$ cat src/design/sbac_pkg.sv
// Shared types and constants for the shadow bitmap access checker.
`timescale 1ns / 1ps
package sbac_pkg;

	localparam int ADDR_W       = 64;
	localparam int CNT_W        = 64;
	localparam int SIZE_W       = 4;
	localparam int WINDOW_W     = 16;
	localparam int BYTES_W      = 4;
	localparam int MAX_ACCESS_BYTES = 8;
	localparam int BIT_OFFSET_W = 3;
	localparam int CFG_INDEX_W  = 8;
	localparam int QUEUE_DEPTH  = 4;
	localparam int QPTR_W       = $clog2(QUEUE_DEPTH);
	localparam int QCOUNT_W     = QPTR_W + 1;
	localparam int IN_TDATA_W   = 88;
	localparam int OUT_TDATA_W  = 200;

	localparam logic [CFG_INDEX_W-1:0] CFG_STACK_LOW  = CFG_INDEX_W'(0);
	localparam logic [CFG_INDEX_W-1:0] CFG_STACK_HIGH = CFG_INDEX_W'(1);
	localparam logic [CFG_INDEX_W-1:0] CFG_HEAP_LOW   = CFG_INDEX_W'(2);
	localparam logic [CFG_INDEX_W-1:0] CFG_HEAP_HIGH  = CFG_INDEX_W'(3);

	typedef enum logic [1:0] {
		REGION_STACK = 2'd0,
		REGION_HEAP  = 2'd1,
		REGION_OTHER = 2'd2
	} region_t;

	// One classified access waiting for the counter update.
	typedef struct packed {
		logic               action;
		region_t            region;
		logic [SIZE_W-1:0]  size;
		logic [BYTES_W-1:0] valid_bytes;
		logic [BYTES_W-1:0] invalid_bytes;
	} access_t;

	// Queue status seen by the two sides.
	typedef struct packed {
		logic full;
		logic empty;
	} queue_status_t;

endpackage

$ cat src/design/sbac_front.sv
// Front end: range registers, region classification and shadow bit count.
`timescale 1ns / 1ps
module sbac_front (
	input  logic                               clk,
	input  logic                               arst_n,
	input  logic                               cfg_valid,
	input  logic [sbac_pkg::CFG_INDEX_W-1:0]   cfg_index,
	input  logic [sbac_pkg::CNT_W-1:0]         cfg_data,
	input  logic                               action,
	input  logic [sbac_pkg::ADDR_W-1:0]        address,
	input  logic [sbac_pkg::SIZE_W-1:0]        access_size,
	input  logic [sbac_pkg::WINDOW_W-1:0]      shadow_window,
	output sbac_pkg::access_t                  entry
);
	import sbac_pkg::*;

	logic [ADDR_W-1:0] stack_low_q, stack_high_q, heap_low_q, heap_high_q;
	logic [SIZE_W-1:0] size_sat;
	logic [WINDOW_W-1:0] shifted;
	logic [BYTES_W-1:0] set_count;
	logic in_stack, in_heap;
	region_t region;

	always_ff @(posedge clk or negedge arst_n) begin
		if (!arst_n) begin
			stack_low_q  <= '0;
			stack_high_q <= '0;
			heap_low_q   <= '0;
			heap_high_q  <= '0;
		end else if (cfg_valid) begin
			case (cfg_index)
				CFG_STACK_LOW:  stack_low_q  <= cfg_data;
				CFG_STACK_HIGH: stack_high_q <= cfg_data;
				CFG_HEAP_LOW:   heap_low_q   <= cfg_data;
				CFG_HEAP_HIGH:  heap_high_q  <= cfg_data;
				default: ;
			endcase
		end
	end

	assign in_stack = (address > stack_low_q) && (address < stack_high_q);
	assign in_heap  = (address > heap_low_q) && (address < heap_high_q);

	always_comb begin
		if (in_stack) begin
			region = REGION_STACK;
		end else if (in_heap) begin
			region = REGION_HEAP;
		end else begin
			region = REGION_OTHER;
		end
	end

	assign size_sat = (access_size > SIZE_W'(MAX_ACCESS_BYTES)) ?
		SIZE_W'(MAX_ACCESS_BYTES) : access_size;

	// Byte i of the access has its shadow bit at window position offset + i.
	assign shifted = shadow_window >> address[BIT_OFFSET_W-1:0];

	always_comb begin
		set_count = '0;
		for (int i = 0; i < MAX_ACCESS_BYTES; i++) begin
			if ((SIZE_W'(i) < size_sat) && shifted[i]) begin
				set_count = set_count + BYTES_W'(1);
			end
		end
	end

	always_comb begin
		entry.action = action;
		entry.region = region;
		entry.size   = size_sat;
		if (region == REGION_HEAP) begin
			entry.valid_bytes   = set_count;
			entry.invalid_bytes = BYTES_W'(size_sat) - set_count;
		end else begin
			entry.valid_bytes   = '0;
			entry.invalid_bytes = '0;
		end
	end

endmodule

$ cat src/design/sbac_queue.sv
// Short queue of classified accesses between the front and back ends.
`timescale 1ns / 1ps
module sbac_queue (
	input  logic                    clk,
	input  logic                    arst_n,
	input  logic                    push,
	input  sbac_pkg::access_t       push_data,
	input  logic                    pop,
	output sbac_pkg::access_t       pop_data,
	output sbac_pkg::queue_status_t status
);
	import sbac_pkg::*;

	access_t entries_q [QUEUE_DEPTH];
	logic [QPTR_W-1:0]   wr_ptr_q, rd_ptr_q;
	logic [QCOUNT_W-1:0] count_q;
	logic do_push, do_pop;

	assign status.full  = (count_q == QCOUNT_W'(QUEUE_DEPTH));
	assign status.empty = (count_q == '0);
	assign do_push = push && !status.full;
	assign do_pop  = pop && !status.empty;
	assign pop_data = entries_q[rd_ptr_q];

	always_ff @(posedge clk) begin
		if (do_push) begin
			entries_q[wr_ptr_q] <= push_data;
		end
	end

	always_ff @(posedge clk or negedge arst_n) begin
		if (!arst_n) begin
			wr_ptr_q <= '0;
			rd_ptr_q <= '0;
			count_q  <= '0;
		end else begin
			if (do_push) begin
				wr_ptr_q <= wr_ptr_q + QPTR_W'(1);
			end
			if (do_pop) begin
				rd_ptr_q <= rd_ptr_q + QPTR_W'(1);
			end
			case ({do_push, do_pop})
				2'b10:   count_q <= count_q + QCOUNT_W'(1);
				2'b01:   count_q <= count_q - QCOUNT_W'(1);
				default: count_q <= count_q;
			endcase
		end
	end

endmodule

$ cat src/design/sbac_back.sv
// Back end: byte counters per region and direction, heap shadow counters, result register.
`timescale 1ns / 1ps
module sbac_back (
	input  logic                            clk,
	input  logic                            arst_n,
	input  sbac_pkg::access_t               entry,
	input  logic                            entry_avail,
	output logic                            entry_take,
	output logic                            out_valid,
	input  logic                            out_ready,
	output sbac_pkg::region_t               out_region,
	output logic [sbac_pkg::BYTES_W-1:0]    out_valid_bytes,
	output logic [sbac_pkg::BYTES_W-1:0]    out_invalid_bytes,
	output logic [sbac_pkg::CNT_W-1:0]      out_region_total,
	output logic [sbac_pkg::CNT_W-1:0]      out_valid_total,
	output logic [sbac_pkg::CNT_W-1:0]      out_invalid_total
);
	import sbac_pkg::*;

	logic [CNT_W-1:0] stack_cnt_q [2];
	logic [CNT_W-1:0] heap_cnt_q  [2];
	logic [CNT_W-1:0] other_cnt_q [2];
	logic [CNT_W-1:0] valid_cnt_q [2];
	logic [CNT_W-1:0] invalid_cnt_q [2];
	logic [CNT_W-1:0] region_sum, valid_sum, invalid_sum;
	logic out_valid_q;

	// The result register frees up whenever its beat is taken.
	assign entry_take = entry_avail && (!out_valid_q || out_ready);
	assign out_valid  = out_valid_q;

	always_comb begin
		case (entry.region)
			REGION_STACK: region_sum = stack_cnt_q[entry.action];
			REGION_HEAP:  region_sum = heap_cnt_q[entry.action];
			default:      region_sum = other_cnt_q[entry.action];
		endcase
		region_sum  = region_sum + CNT_W'(entry.size);
		valid_sum   = valid_cnt_q[entry.action] + CNT_W'(entry.valid_bytes);
		invalid_sum = invalid_cnt_q[entry.action] + CNT_W'(entry.invalid_bytes);
	end

	always_ff @(posedge clk or negedge arst_n) begin
		if (!arst_n) begin
			out_valid_q <= 1'b0;
			for (int d = 0; d < 2; d++) begin
				stack_cnt_q[d]   <= '0;
				heap_cnt_q[d]    <= '0;
				other_cnt_q[d]   <= '0;
				valid_cnt_q[d]   <= '0;
				invalid_cnt_q[d] <= '0;
			end
		end else begin
			if (entry_take) begin
				out_valid_q <= 1'b1;
			end else if (out_ready) begin
				out_valid_q <= 1'b0;
			end
			if (entry_take) begin
				case (entry.region)
					REGION_STACK: stack_cnt_q[entry.action] <= region_sum;
					REGION_HEAP:  heap_cnt_q[entry.action]  <= region_sum;
					default:      other_cnt_q[entry.action] <= region_sum;
				endcase
				valid_cnt_q[entry.action]   <= valid_sum;
				invalid_cnt_q[entry.action] <= invalid_sum;
			end
		end
	end

	always_ff @(posedge clk) begin
		if (entry_take) begin
			out_region        <= entry.region;
			out_valid_bytes   <= entry.valid_bytes;
			out_invalid_bytes <= entry.invalid_bytes;
			out_region_total  <= region_sum;
			out_valid_total   <= valid_sum;
			out_invalid_total <= invalid_sum;
		end
	end

endmodule

$ cat src/design/shadow_bitmap_access_checker_core.sv
// Top level of the shadow bitmap access checker.
// An accepted beat passes through the queue and then the result register to the output.
// One access per cycle is taken while the queue has room and retired while unstalled.
// The four-entry queue lets the input keep taking beats while the output is stalled.
// Reset clears the range registers, all byte and shadow counters, and the queue.
`timescale 1ns / 1ps
module shadow_bitmap_access_checker_core (
	input  logic                                  clk,
	input  logic                                  arst_n,
	input  logic                                  cfg_valid,
	output logic                                  cfg_ready,
	input  logic [sbac_pkg::CFG_INDEX_W-1:0]      cfg_index,
	input  logic [sbac_pkg::CNT_W-1:0]            cfg_data,
	input  logic                                  s_axis_tvalid,
	output logic                                  s_axis_tready,
	// [63:0] address, [67:64] access_size, [83:68] shadow_window, [87:84] zero
	input  logic [sbac_pkg::IN_TDATA_W-1:0]       s_axis_tdata,
	// [0] action
	input  logic                                  s_axis_tuser,
	output logic                                  m_axis_tvalid,
	input  logic                                  m_axis_tready,
	// [3:0] valid_bytes, [7:4] invalid_bytes, [71:8] region_total,
	// [135:72] valid_total, [199:136] invalid_total
	output logic [sbac_pkg::OUT_TDATA_W-1:0]      m_axis_tdata,
	// [1:0] region
	output logic [1:0]                            m_axis_tuser
);
	import sbac_pkg::*;

	access_t front_entry, queue_head;
	queue_status_t qstat;
	logic push, take;
	region_t out_region;
	logic [BYTES_W-1:0] out_valid_bytes, out_invalid_bytes;
	logic [CNT_W-1:0] out_region_total, out_valid_total, out_invalid_total;

	assign cfg_ready     = 1'b1;
	assign s_axis_tready = !qstat.full;
	assign push          = s_axis_tvalid && s_axis_tready;

	sbac_front u_front (
		.clk           (clk),
		.arst_n        (arst_n),
		.cfg_valid     (cfg_valid),
		.cfg_index     (cfg_index),
		.cfg_data      (cfg_data),
		.action        (s_axis_tuser),
		.address       (s_axis_tdata[63:0]),
		.access_size   (s_axis_tdata[67:64]),
		.shadow_window (s_axis_tdata[83:68]),
		.entry         (front_entry)
	);

	sbac_queue u_queue (
		.clk       (clk),
		.arst_n    (arst_n),
		.push      (push),
		.push_data (front_entry),
		.pop       (take),
		.pop_data  (queue_head),
		.status    (qstat)
	);

	sbac_back u_back (
		.clk               (clk),
		.arst_n            (arst_n),
		.entry             (queue_head),
		.entry_avail       (!qstat.empty),
		.entry_take        (take),
		.out_valid         (m_axis_tvalid),
		.out_ready         (m_axis_tready),
		.out_region        (out_region),
		.out_valid_bytes   (out_valid_bytes),
		.out_invalid_bytes (out_invalid_bytes),
		.out_region_total  (out_region_total),
		.out_valid_total   (out_valid_total),
		.out_invalid_total (out_invalid_total)
	);

	assign m_axis_tuser = out_region;
	assign m_axis_tdata = {out_invalid_total, out_valid_total, out_region_total,
		out_invalid_bytes, out_valid_bytes};

	// Input is refused only when the queue is full.
	a_ready_full: assert property (@(posedge clk) disable iff (!arst_n)
		!s_axis_tready |-> qstat.full)
		else $error("input stalled with queue space left");

	// Shadow counts are zero for every access outside the heap.
	a_nonheap_zero: assert property (@(posedge clk) disable iff (!arst_n)
		(m_axis_tvalid && (out_region != REGION_HEAP)) |->
		((out_valid_bytes == '0) && (out_invalid_bytes == '0)))
		else $error("shadow counts on a non-heap result");

	// Valid and invalid bytes never exceed the largest access.
	a_count_bound: assert property (@(posedge clk) disable iff (!arst_n)
		m_axis_tvalid |->
		((5'(out_valid_bytes) + 5'(out_invalid_bytes)) <= 5'(MAX_ACCESS_BYTES)))
		else $error("shadow counts exceed access size");

	// A queued access reaches the output register when it is free.
	a_retire: assert property (@(posedge clk) disable iff (!arst_n)
		(!qstat.empty && (!m_axis_tvalid || m_axis_tready)) |=> m_axis_tvalid)
		else $error("queued access not retired");

endmodule
$ cat config.mk
export PLATFORM = sky130hd
export DESIGN_NAME = shadow_bitmap_access_checker_core
export DESIGN_NICKNAME = d
export VERILOG_FILES = /design/src/design/sbac_pkg.sv /design/src/design/sbac_front.sv /design/src/design/sbac_queue.sv /design/src/design/sbac_back.sv /design/src/design/shadow_bitmap_access_checker_core.sv
export SDC_FILE = /design/constraint.sdc
export NUM_CORES = 2
export LEC_CHECK = 0
export BUFFER_PORTS_ARGS = -buffer_cell sky130_fd_sc_hd__buf_2
export CAP_MARGIN = 20
export CORE_ASPECT_RATIO = 1.2
export CORE_UTILIZATION = 50
export CTS_CLUSTER_DIAMETER = 120
export DETAILED_ROUTE_END_ITERATION = 8
export GPL_TIMING_DRIVEN = 0
export PLACE_DENSITY = 0.68
export SYNTH_ARGS = -nofsm -noshare
export SYNTH_HDL_FRONTEND = slang
export SYNTH_SLANG_ARGS = --single-unit
$ cat constraint.sdc
create_clock -name clk -period 14.3 [get_ports clk]
set_input_delay 1.43 -clock clk [delete_from_list [all_inputs] [get_ports clk]]
set_output_delay 1.43 -clock clk [all_outputs]
set_load 0.02 [all_outputs]
==> results by group <==
Status
  • Status: finished clean

Run
  • Number of max-cap violations: 0

Clock tree
  • Clock transition time at the flip-flop clock pins of the worst setup and hold paths: 60 ps
  • Post-cts hold buffer count: 0
  • Clock insertion delay at the later pin of the skew report: 760 ps
  • # resized after CTS: 0
  • Bufs on Longest Clock Path: 3
  • Number of buffers inserted to repair setup after CTS: 0
  • H-tree levels: 3
  • Root buffer cell: clkbuf_16
  • Clock tree from TritonCTS: done
  • Number of buffers created by CTS: 119
  • Num Clock Sinks: 1166

Global routing
  • Grt met3 use: 5.86%
  • Met1 track utilization from global routing: 35.1%
  • Aggregate global routing overflow: 0
  • Met2 usage: 47.3%
  • Top Usage Layer GRT: met2
  • Number of antenna violations at the first check in global routing: 33
  • Wire length of the first global-routing pass: 261000 um
  • GRT Resource Usage Total: 28.6%
  • Largest net degree at the start of global routing: 123
  • Number of global-route vias before repair: 44300

Synthesis
  • Post-synth top area share: 38.2%
  • #FFs+latches synth: 1166
  • Flip-flop cell with the highest count after synthesis: dfrtp_1
  • Leading cell type by number of instances after synthesis: nand2_1
  • Count of distinct cell types in the synthesized netlist: 91
  • Count of flip-flops with a built-in enable after synthesis: 262
  • Largest cells by area after synthesis: dfrtp_1 (38%), edfxtp_1 (13%), nand2_1 (7.7%)
  • Commonest cells post-synth: nand2_1 (1211), dfrtp_1 (904), o21ai_0 (530)
  • Cell taking the most area after synthesis: dfrtp_1
  • Fraction of the yosys area taken by sequential cells: 51.5%
  • Async set-or-reset flop fraction in the synthesized netlist: 77.5%
  • Mapped cell area: 59200 um^2
  • Post-synthesis average cell area: 10.4 um^2
  • Cells after synthesis: 5697
  • Number of warning messages in the yosys log: 0
  • Syn_nets: 6149

Power
  • P_leak: 0.0316 uW
  • Total power divided by cell area: 180 nW/um^2
  • Peak supply drop: 0.000118 V

STA
  • Setup repair after global routing missed its margin: no
  • Achievable Freq: 83.7 MHz
  • Total negative slack: 0 ps
  • Minimum hold slack: 469 ps
  • Tightest Pin Transition: 1260 ps
  • Clk_skew: 57.3 ps
  • Final critical-path required period: 11950 ps
  • Total of endpoints with negative setup slack in the final report: 0
  • Headroom to the max-slew limit: 15.8%
  • Max Slew Vio Count: 0
  • Count of endpoints failing hold in the final timing report: 0
  • Period utilization: 83.5%

Worst hold path
  • Hold Path Class: reg -> reg

Floorplanning
  • Initial Util: 50.7%
  • Die height: 379 um
  • Cell Rows: 137
  • Area of the core region: 117000 um^2
  • Top Ports: 371
  • Die width: 316 um
  • Die Area: 120000 um^2

Routing
  • Count of antenna-violating nets left after detailed routing: 0
  • Router iterations before antenna repair: 6
  • Violation count after the first detailed-routing iteration: 3564
  • Avg Vias per Cell: 5.69
  • DRC violations left: 0
  • Detailed-route wire length: 171000 um
  • Via count: 44700
  • Routed wire length per instance: 21.8 um

Critical path
  • Crit path kind: reg -> reg
  • Biggest fanout along the worst timing path: 10
  • Setup slack, reg-to-reg: 2350 ps
  • Worst Setup End Kind: register
  • Most frequent CP cell: buf_2
  • Worst EP arrival: 12420 ps
  • Worst path max stage delay: 960 ps
  • CP Launch Type: register
  • Slowest stage cell, crit path: clkbuf_1
  • Required time of the critical path: 14770 ps

Placement
  • DP Wirelength: 123000 um
  • Port-buffer cells: 363
  • Routability cong.: 0.938

Finish
  • NumNets Final: 6658
  • Ratio of cells with drive above 1 in the final layout: 16.9%
  • Area growth from synthesis to final layout: 14.3%
[flip-flops by register name, indices dropped and copies added, names as in the netlist, 4 cells and up]
name                      count
u_front.heap_high_q          64
u_back.out_valid_total       64
u_front.heap_low_q           64
u_back.invalid_cnt_q        128
u_back.out_valid_bytes        4
u_back.heap_cnt_q           128
u_back.out_region_total      64
u_front.stack_low_q          64
u_back.stack_cnt_q          128
u_back.out_invalid_total     64
u_back.valid_cnt_q          128
u_back.other_cnt_q          128
u_queue.entries_q            60
u_back.out_invalid_bytes      4
u_front.stack_high_q         64
[area by class of cell]
class	instances	area (um^2)
Sequential cell	1166	30500
Fill cell	9909	49100
Tap cell	1529	1910
Multi-Input combinational cell	3915	26200
Buffer	267	1220
Inverter	349	1310
Timing Repair Buffer	388	2310
Antenna cell	9	22.5
Clock inverter	78	980
Clock buffer	148	3250
[path summary, 6_finish.rpt]
kind / from / endpoint / cells past startpoint
hold / removal: u_back.valid_cnt_q[127] / u_back.valid_cnt_q[127] / 1
hold reg to reg: u_back.valid_cnt_q[127] / u_back.valid_cnt_q[127] / 1
max in group asynchronous: arst_n / u_back.heap_cnt_q[111] / 4
setup / recovery: u_queue.rd_ptr_q[0] / u_back.out_invalid_total[63] / 28
setup reg to reg: u_queue.rd_ptr_q[0] / u_back.out_invalid_total[63] / 28
min in group asynchronous: arst_n / u_front.heap_high_q[45] / 1
[where the power goes]
group	internal [uW]	total [uW]	leakage [uW]	switching, uW
clock	1990	3360	0.00205	1380
combinational	1300	4540	0.0148	3230
sequential	4030	4240	0.0147	217
total	7320	12100	0.0316	4830
[logic make-up (layout without fill, tap and decap cells)]
logic type                 count (synthesis)  in the layout  synth area share, %
other                                      1             10              0.00634
DFF                                     1166           1166                 51.5
muxes                                    631            631                 11.9
buffers and inverters                    616           1230                 4.28
and+or+nand+nor                         1832           1832                 13.5
adders and majority gates                286            286                 6.11
AOI/OAI and AO/OA                        910            910                 8.71
xor gates and xnor gates                 255            255                 3.93
[worst max-delay path: cells and delay by family, from the launching register on]
family / cells / cell delay (ps)
buffers and inverters: 14 / 7020
AND/OR/NAND/NOR: 8 / 2260
AO/OA/AOI/OAI: 3 / 1180
multiplexers: 1 / 400
flip-flops: 1 / 370
adder cells (fa/ha/maj): 1 / 190
XOR/XNOR: 1 / 180
[layout by cell type, fill, tap and decap left out, types with 18 or more instances in the layout]
cell type	count
xnor2_1	114
mux2_2	362
nand2_1	1211
dfrtp_1	904
clkinv_2	18
nor3_1	41
nand4_1	83
bufinv_16	21
buf_2	402
mux2i_1	247
mux4_2	22
nor2_1	176
inv_1	347
clkbuf_16	120
a31oi_1	20
o21ai_0	530
clkbuf_1	190
a21o_1	90
o21ai_1	18
edfxtp_1	262
a21oi_1	148
ha_1	281
nand2b_1	20
clkinv_1	23
a211oi_1	33
and3_1	43
buf_1	32
nand3_1	102
xor2_1	132
nor2b_1	37
[routing by layer]
metal / vias to the layer above / share of wire [%]
li1: 20600 / -
met1: 22000 / 39
met2: 1598 / 48
met3: 428 / 7.6
met4: 50 / 5.3
met5: - / 0.19
[stage by stage]
| stage | instance area (um^2) | worst slack, ps | std cells | utilization [%] | power, uW |
|---|---|---|---|---|---|
| finish | 67700 | 2350 | 7849 | 58.0 | 12100 |
| global route | 67600 | 2220 | 7844 | 58.0 | 12600 |
| CTS | 67600 | 2480 | 7839 | 57.9 | 12200 |
| detailed placement | 63400 | 2490 | 7613 | 54.3 | 8770 |
| global placement | 62900 | -8320 | 7589 | 53.9 | 8740 |
| floorplan | 59200 | 843 | 5697 | - | 6960 |
(Power assumes the default switching activity.)
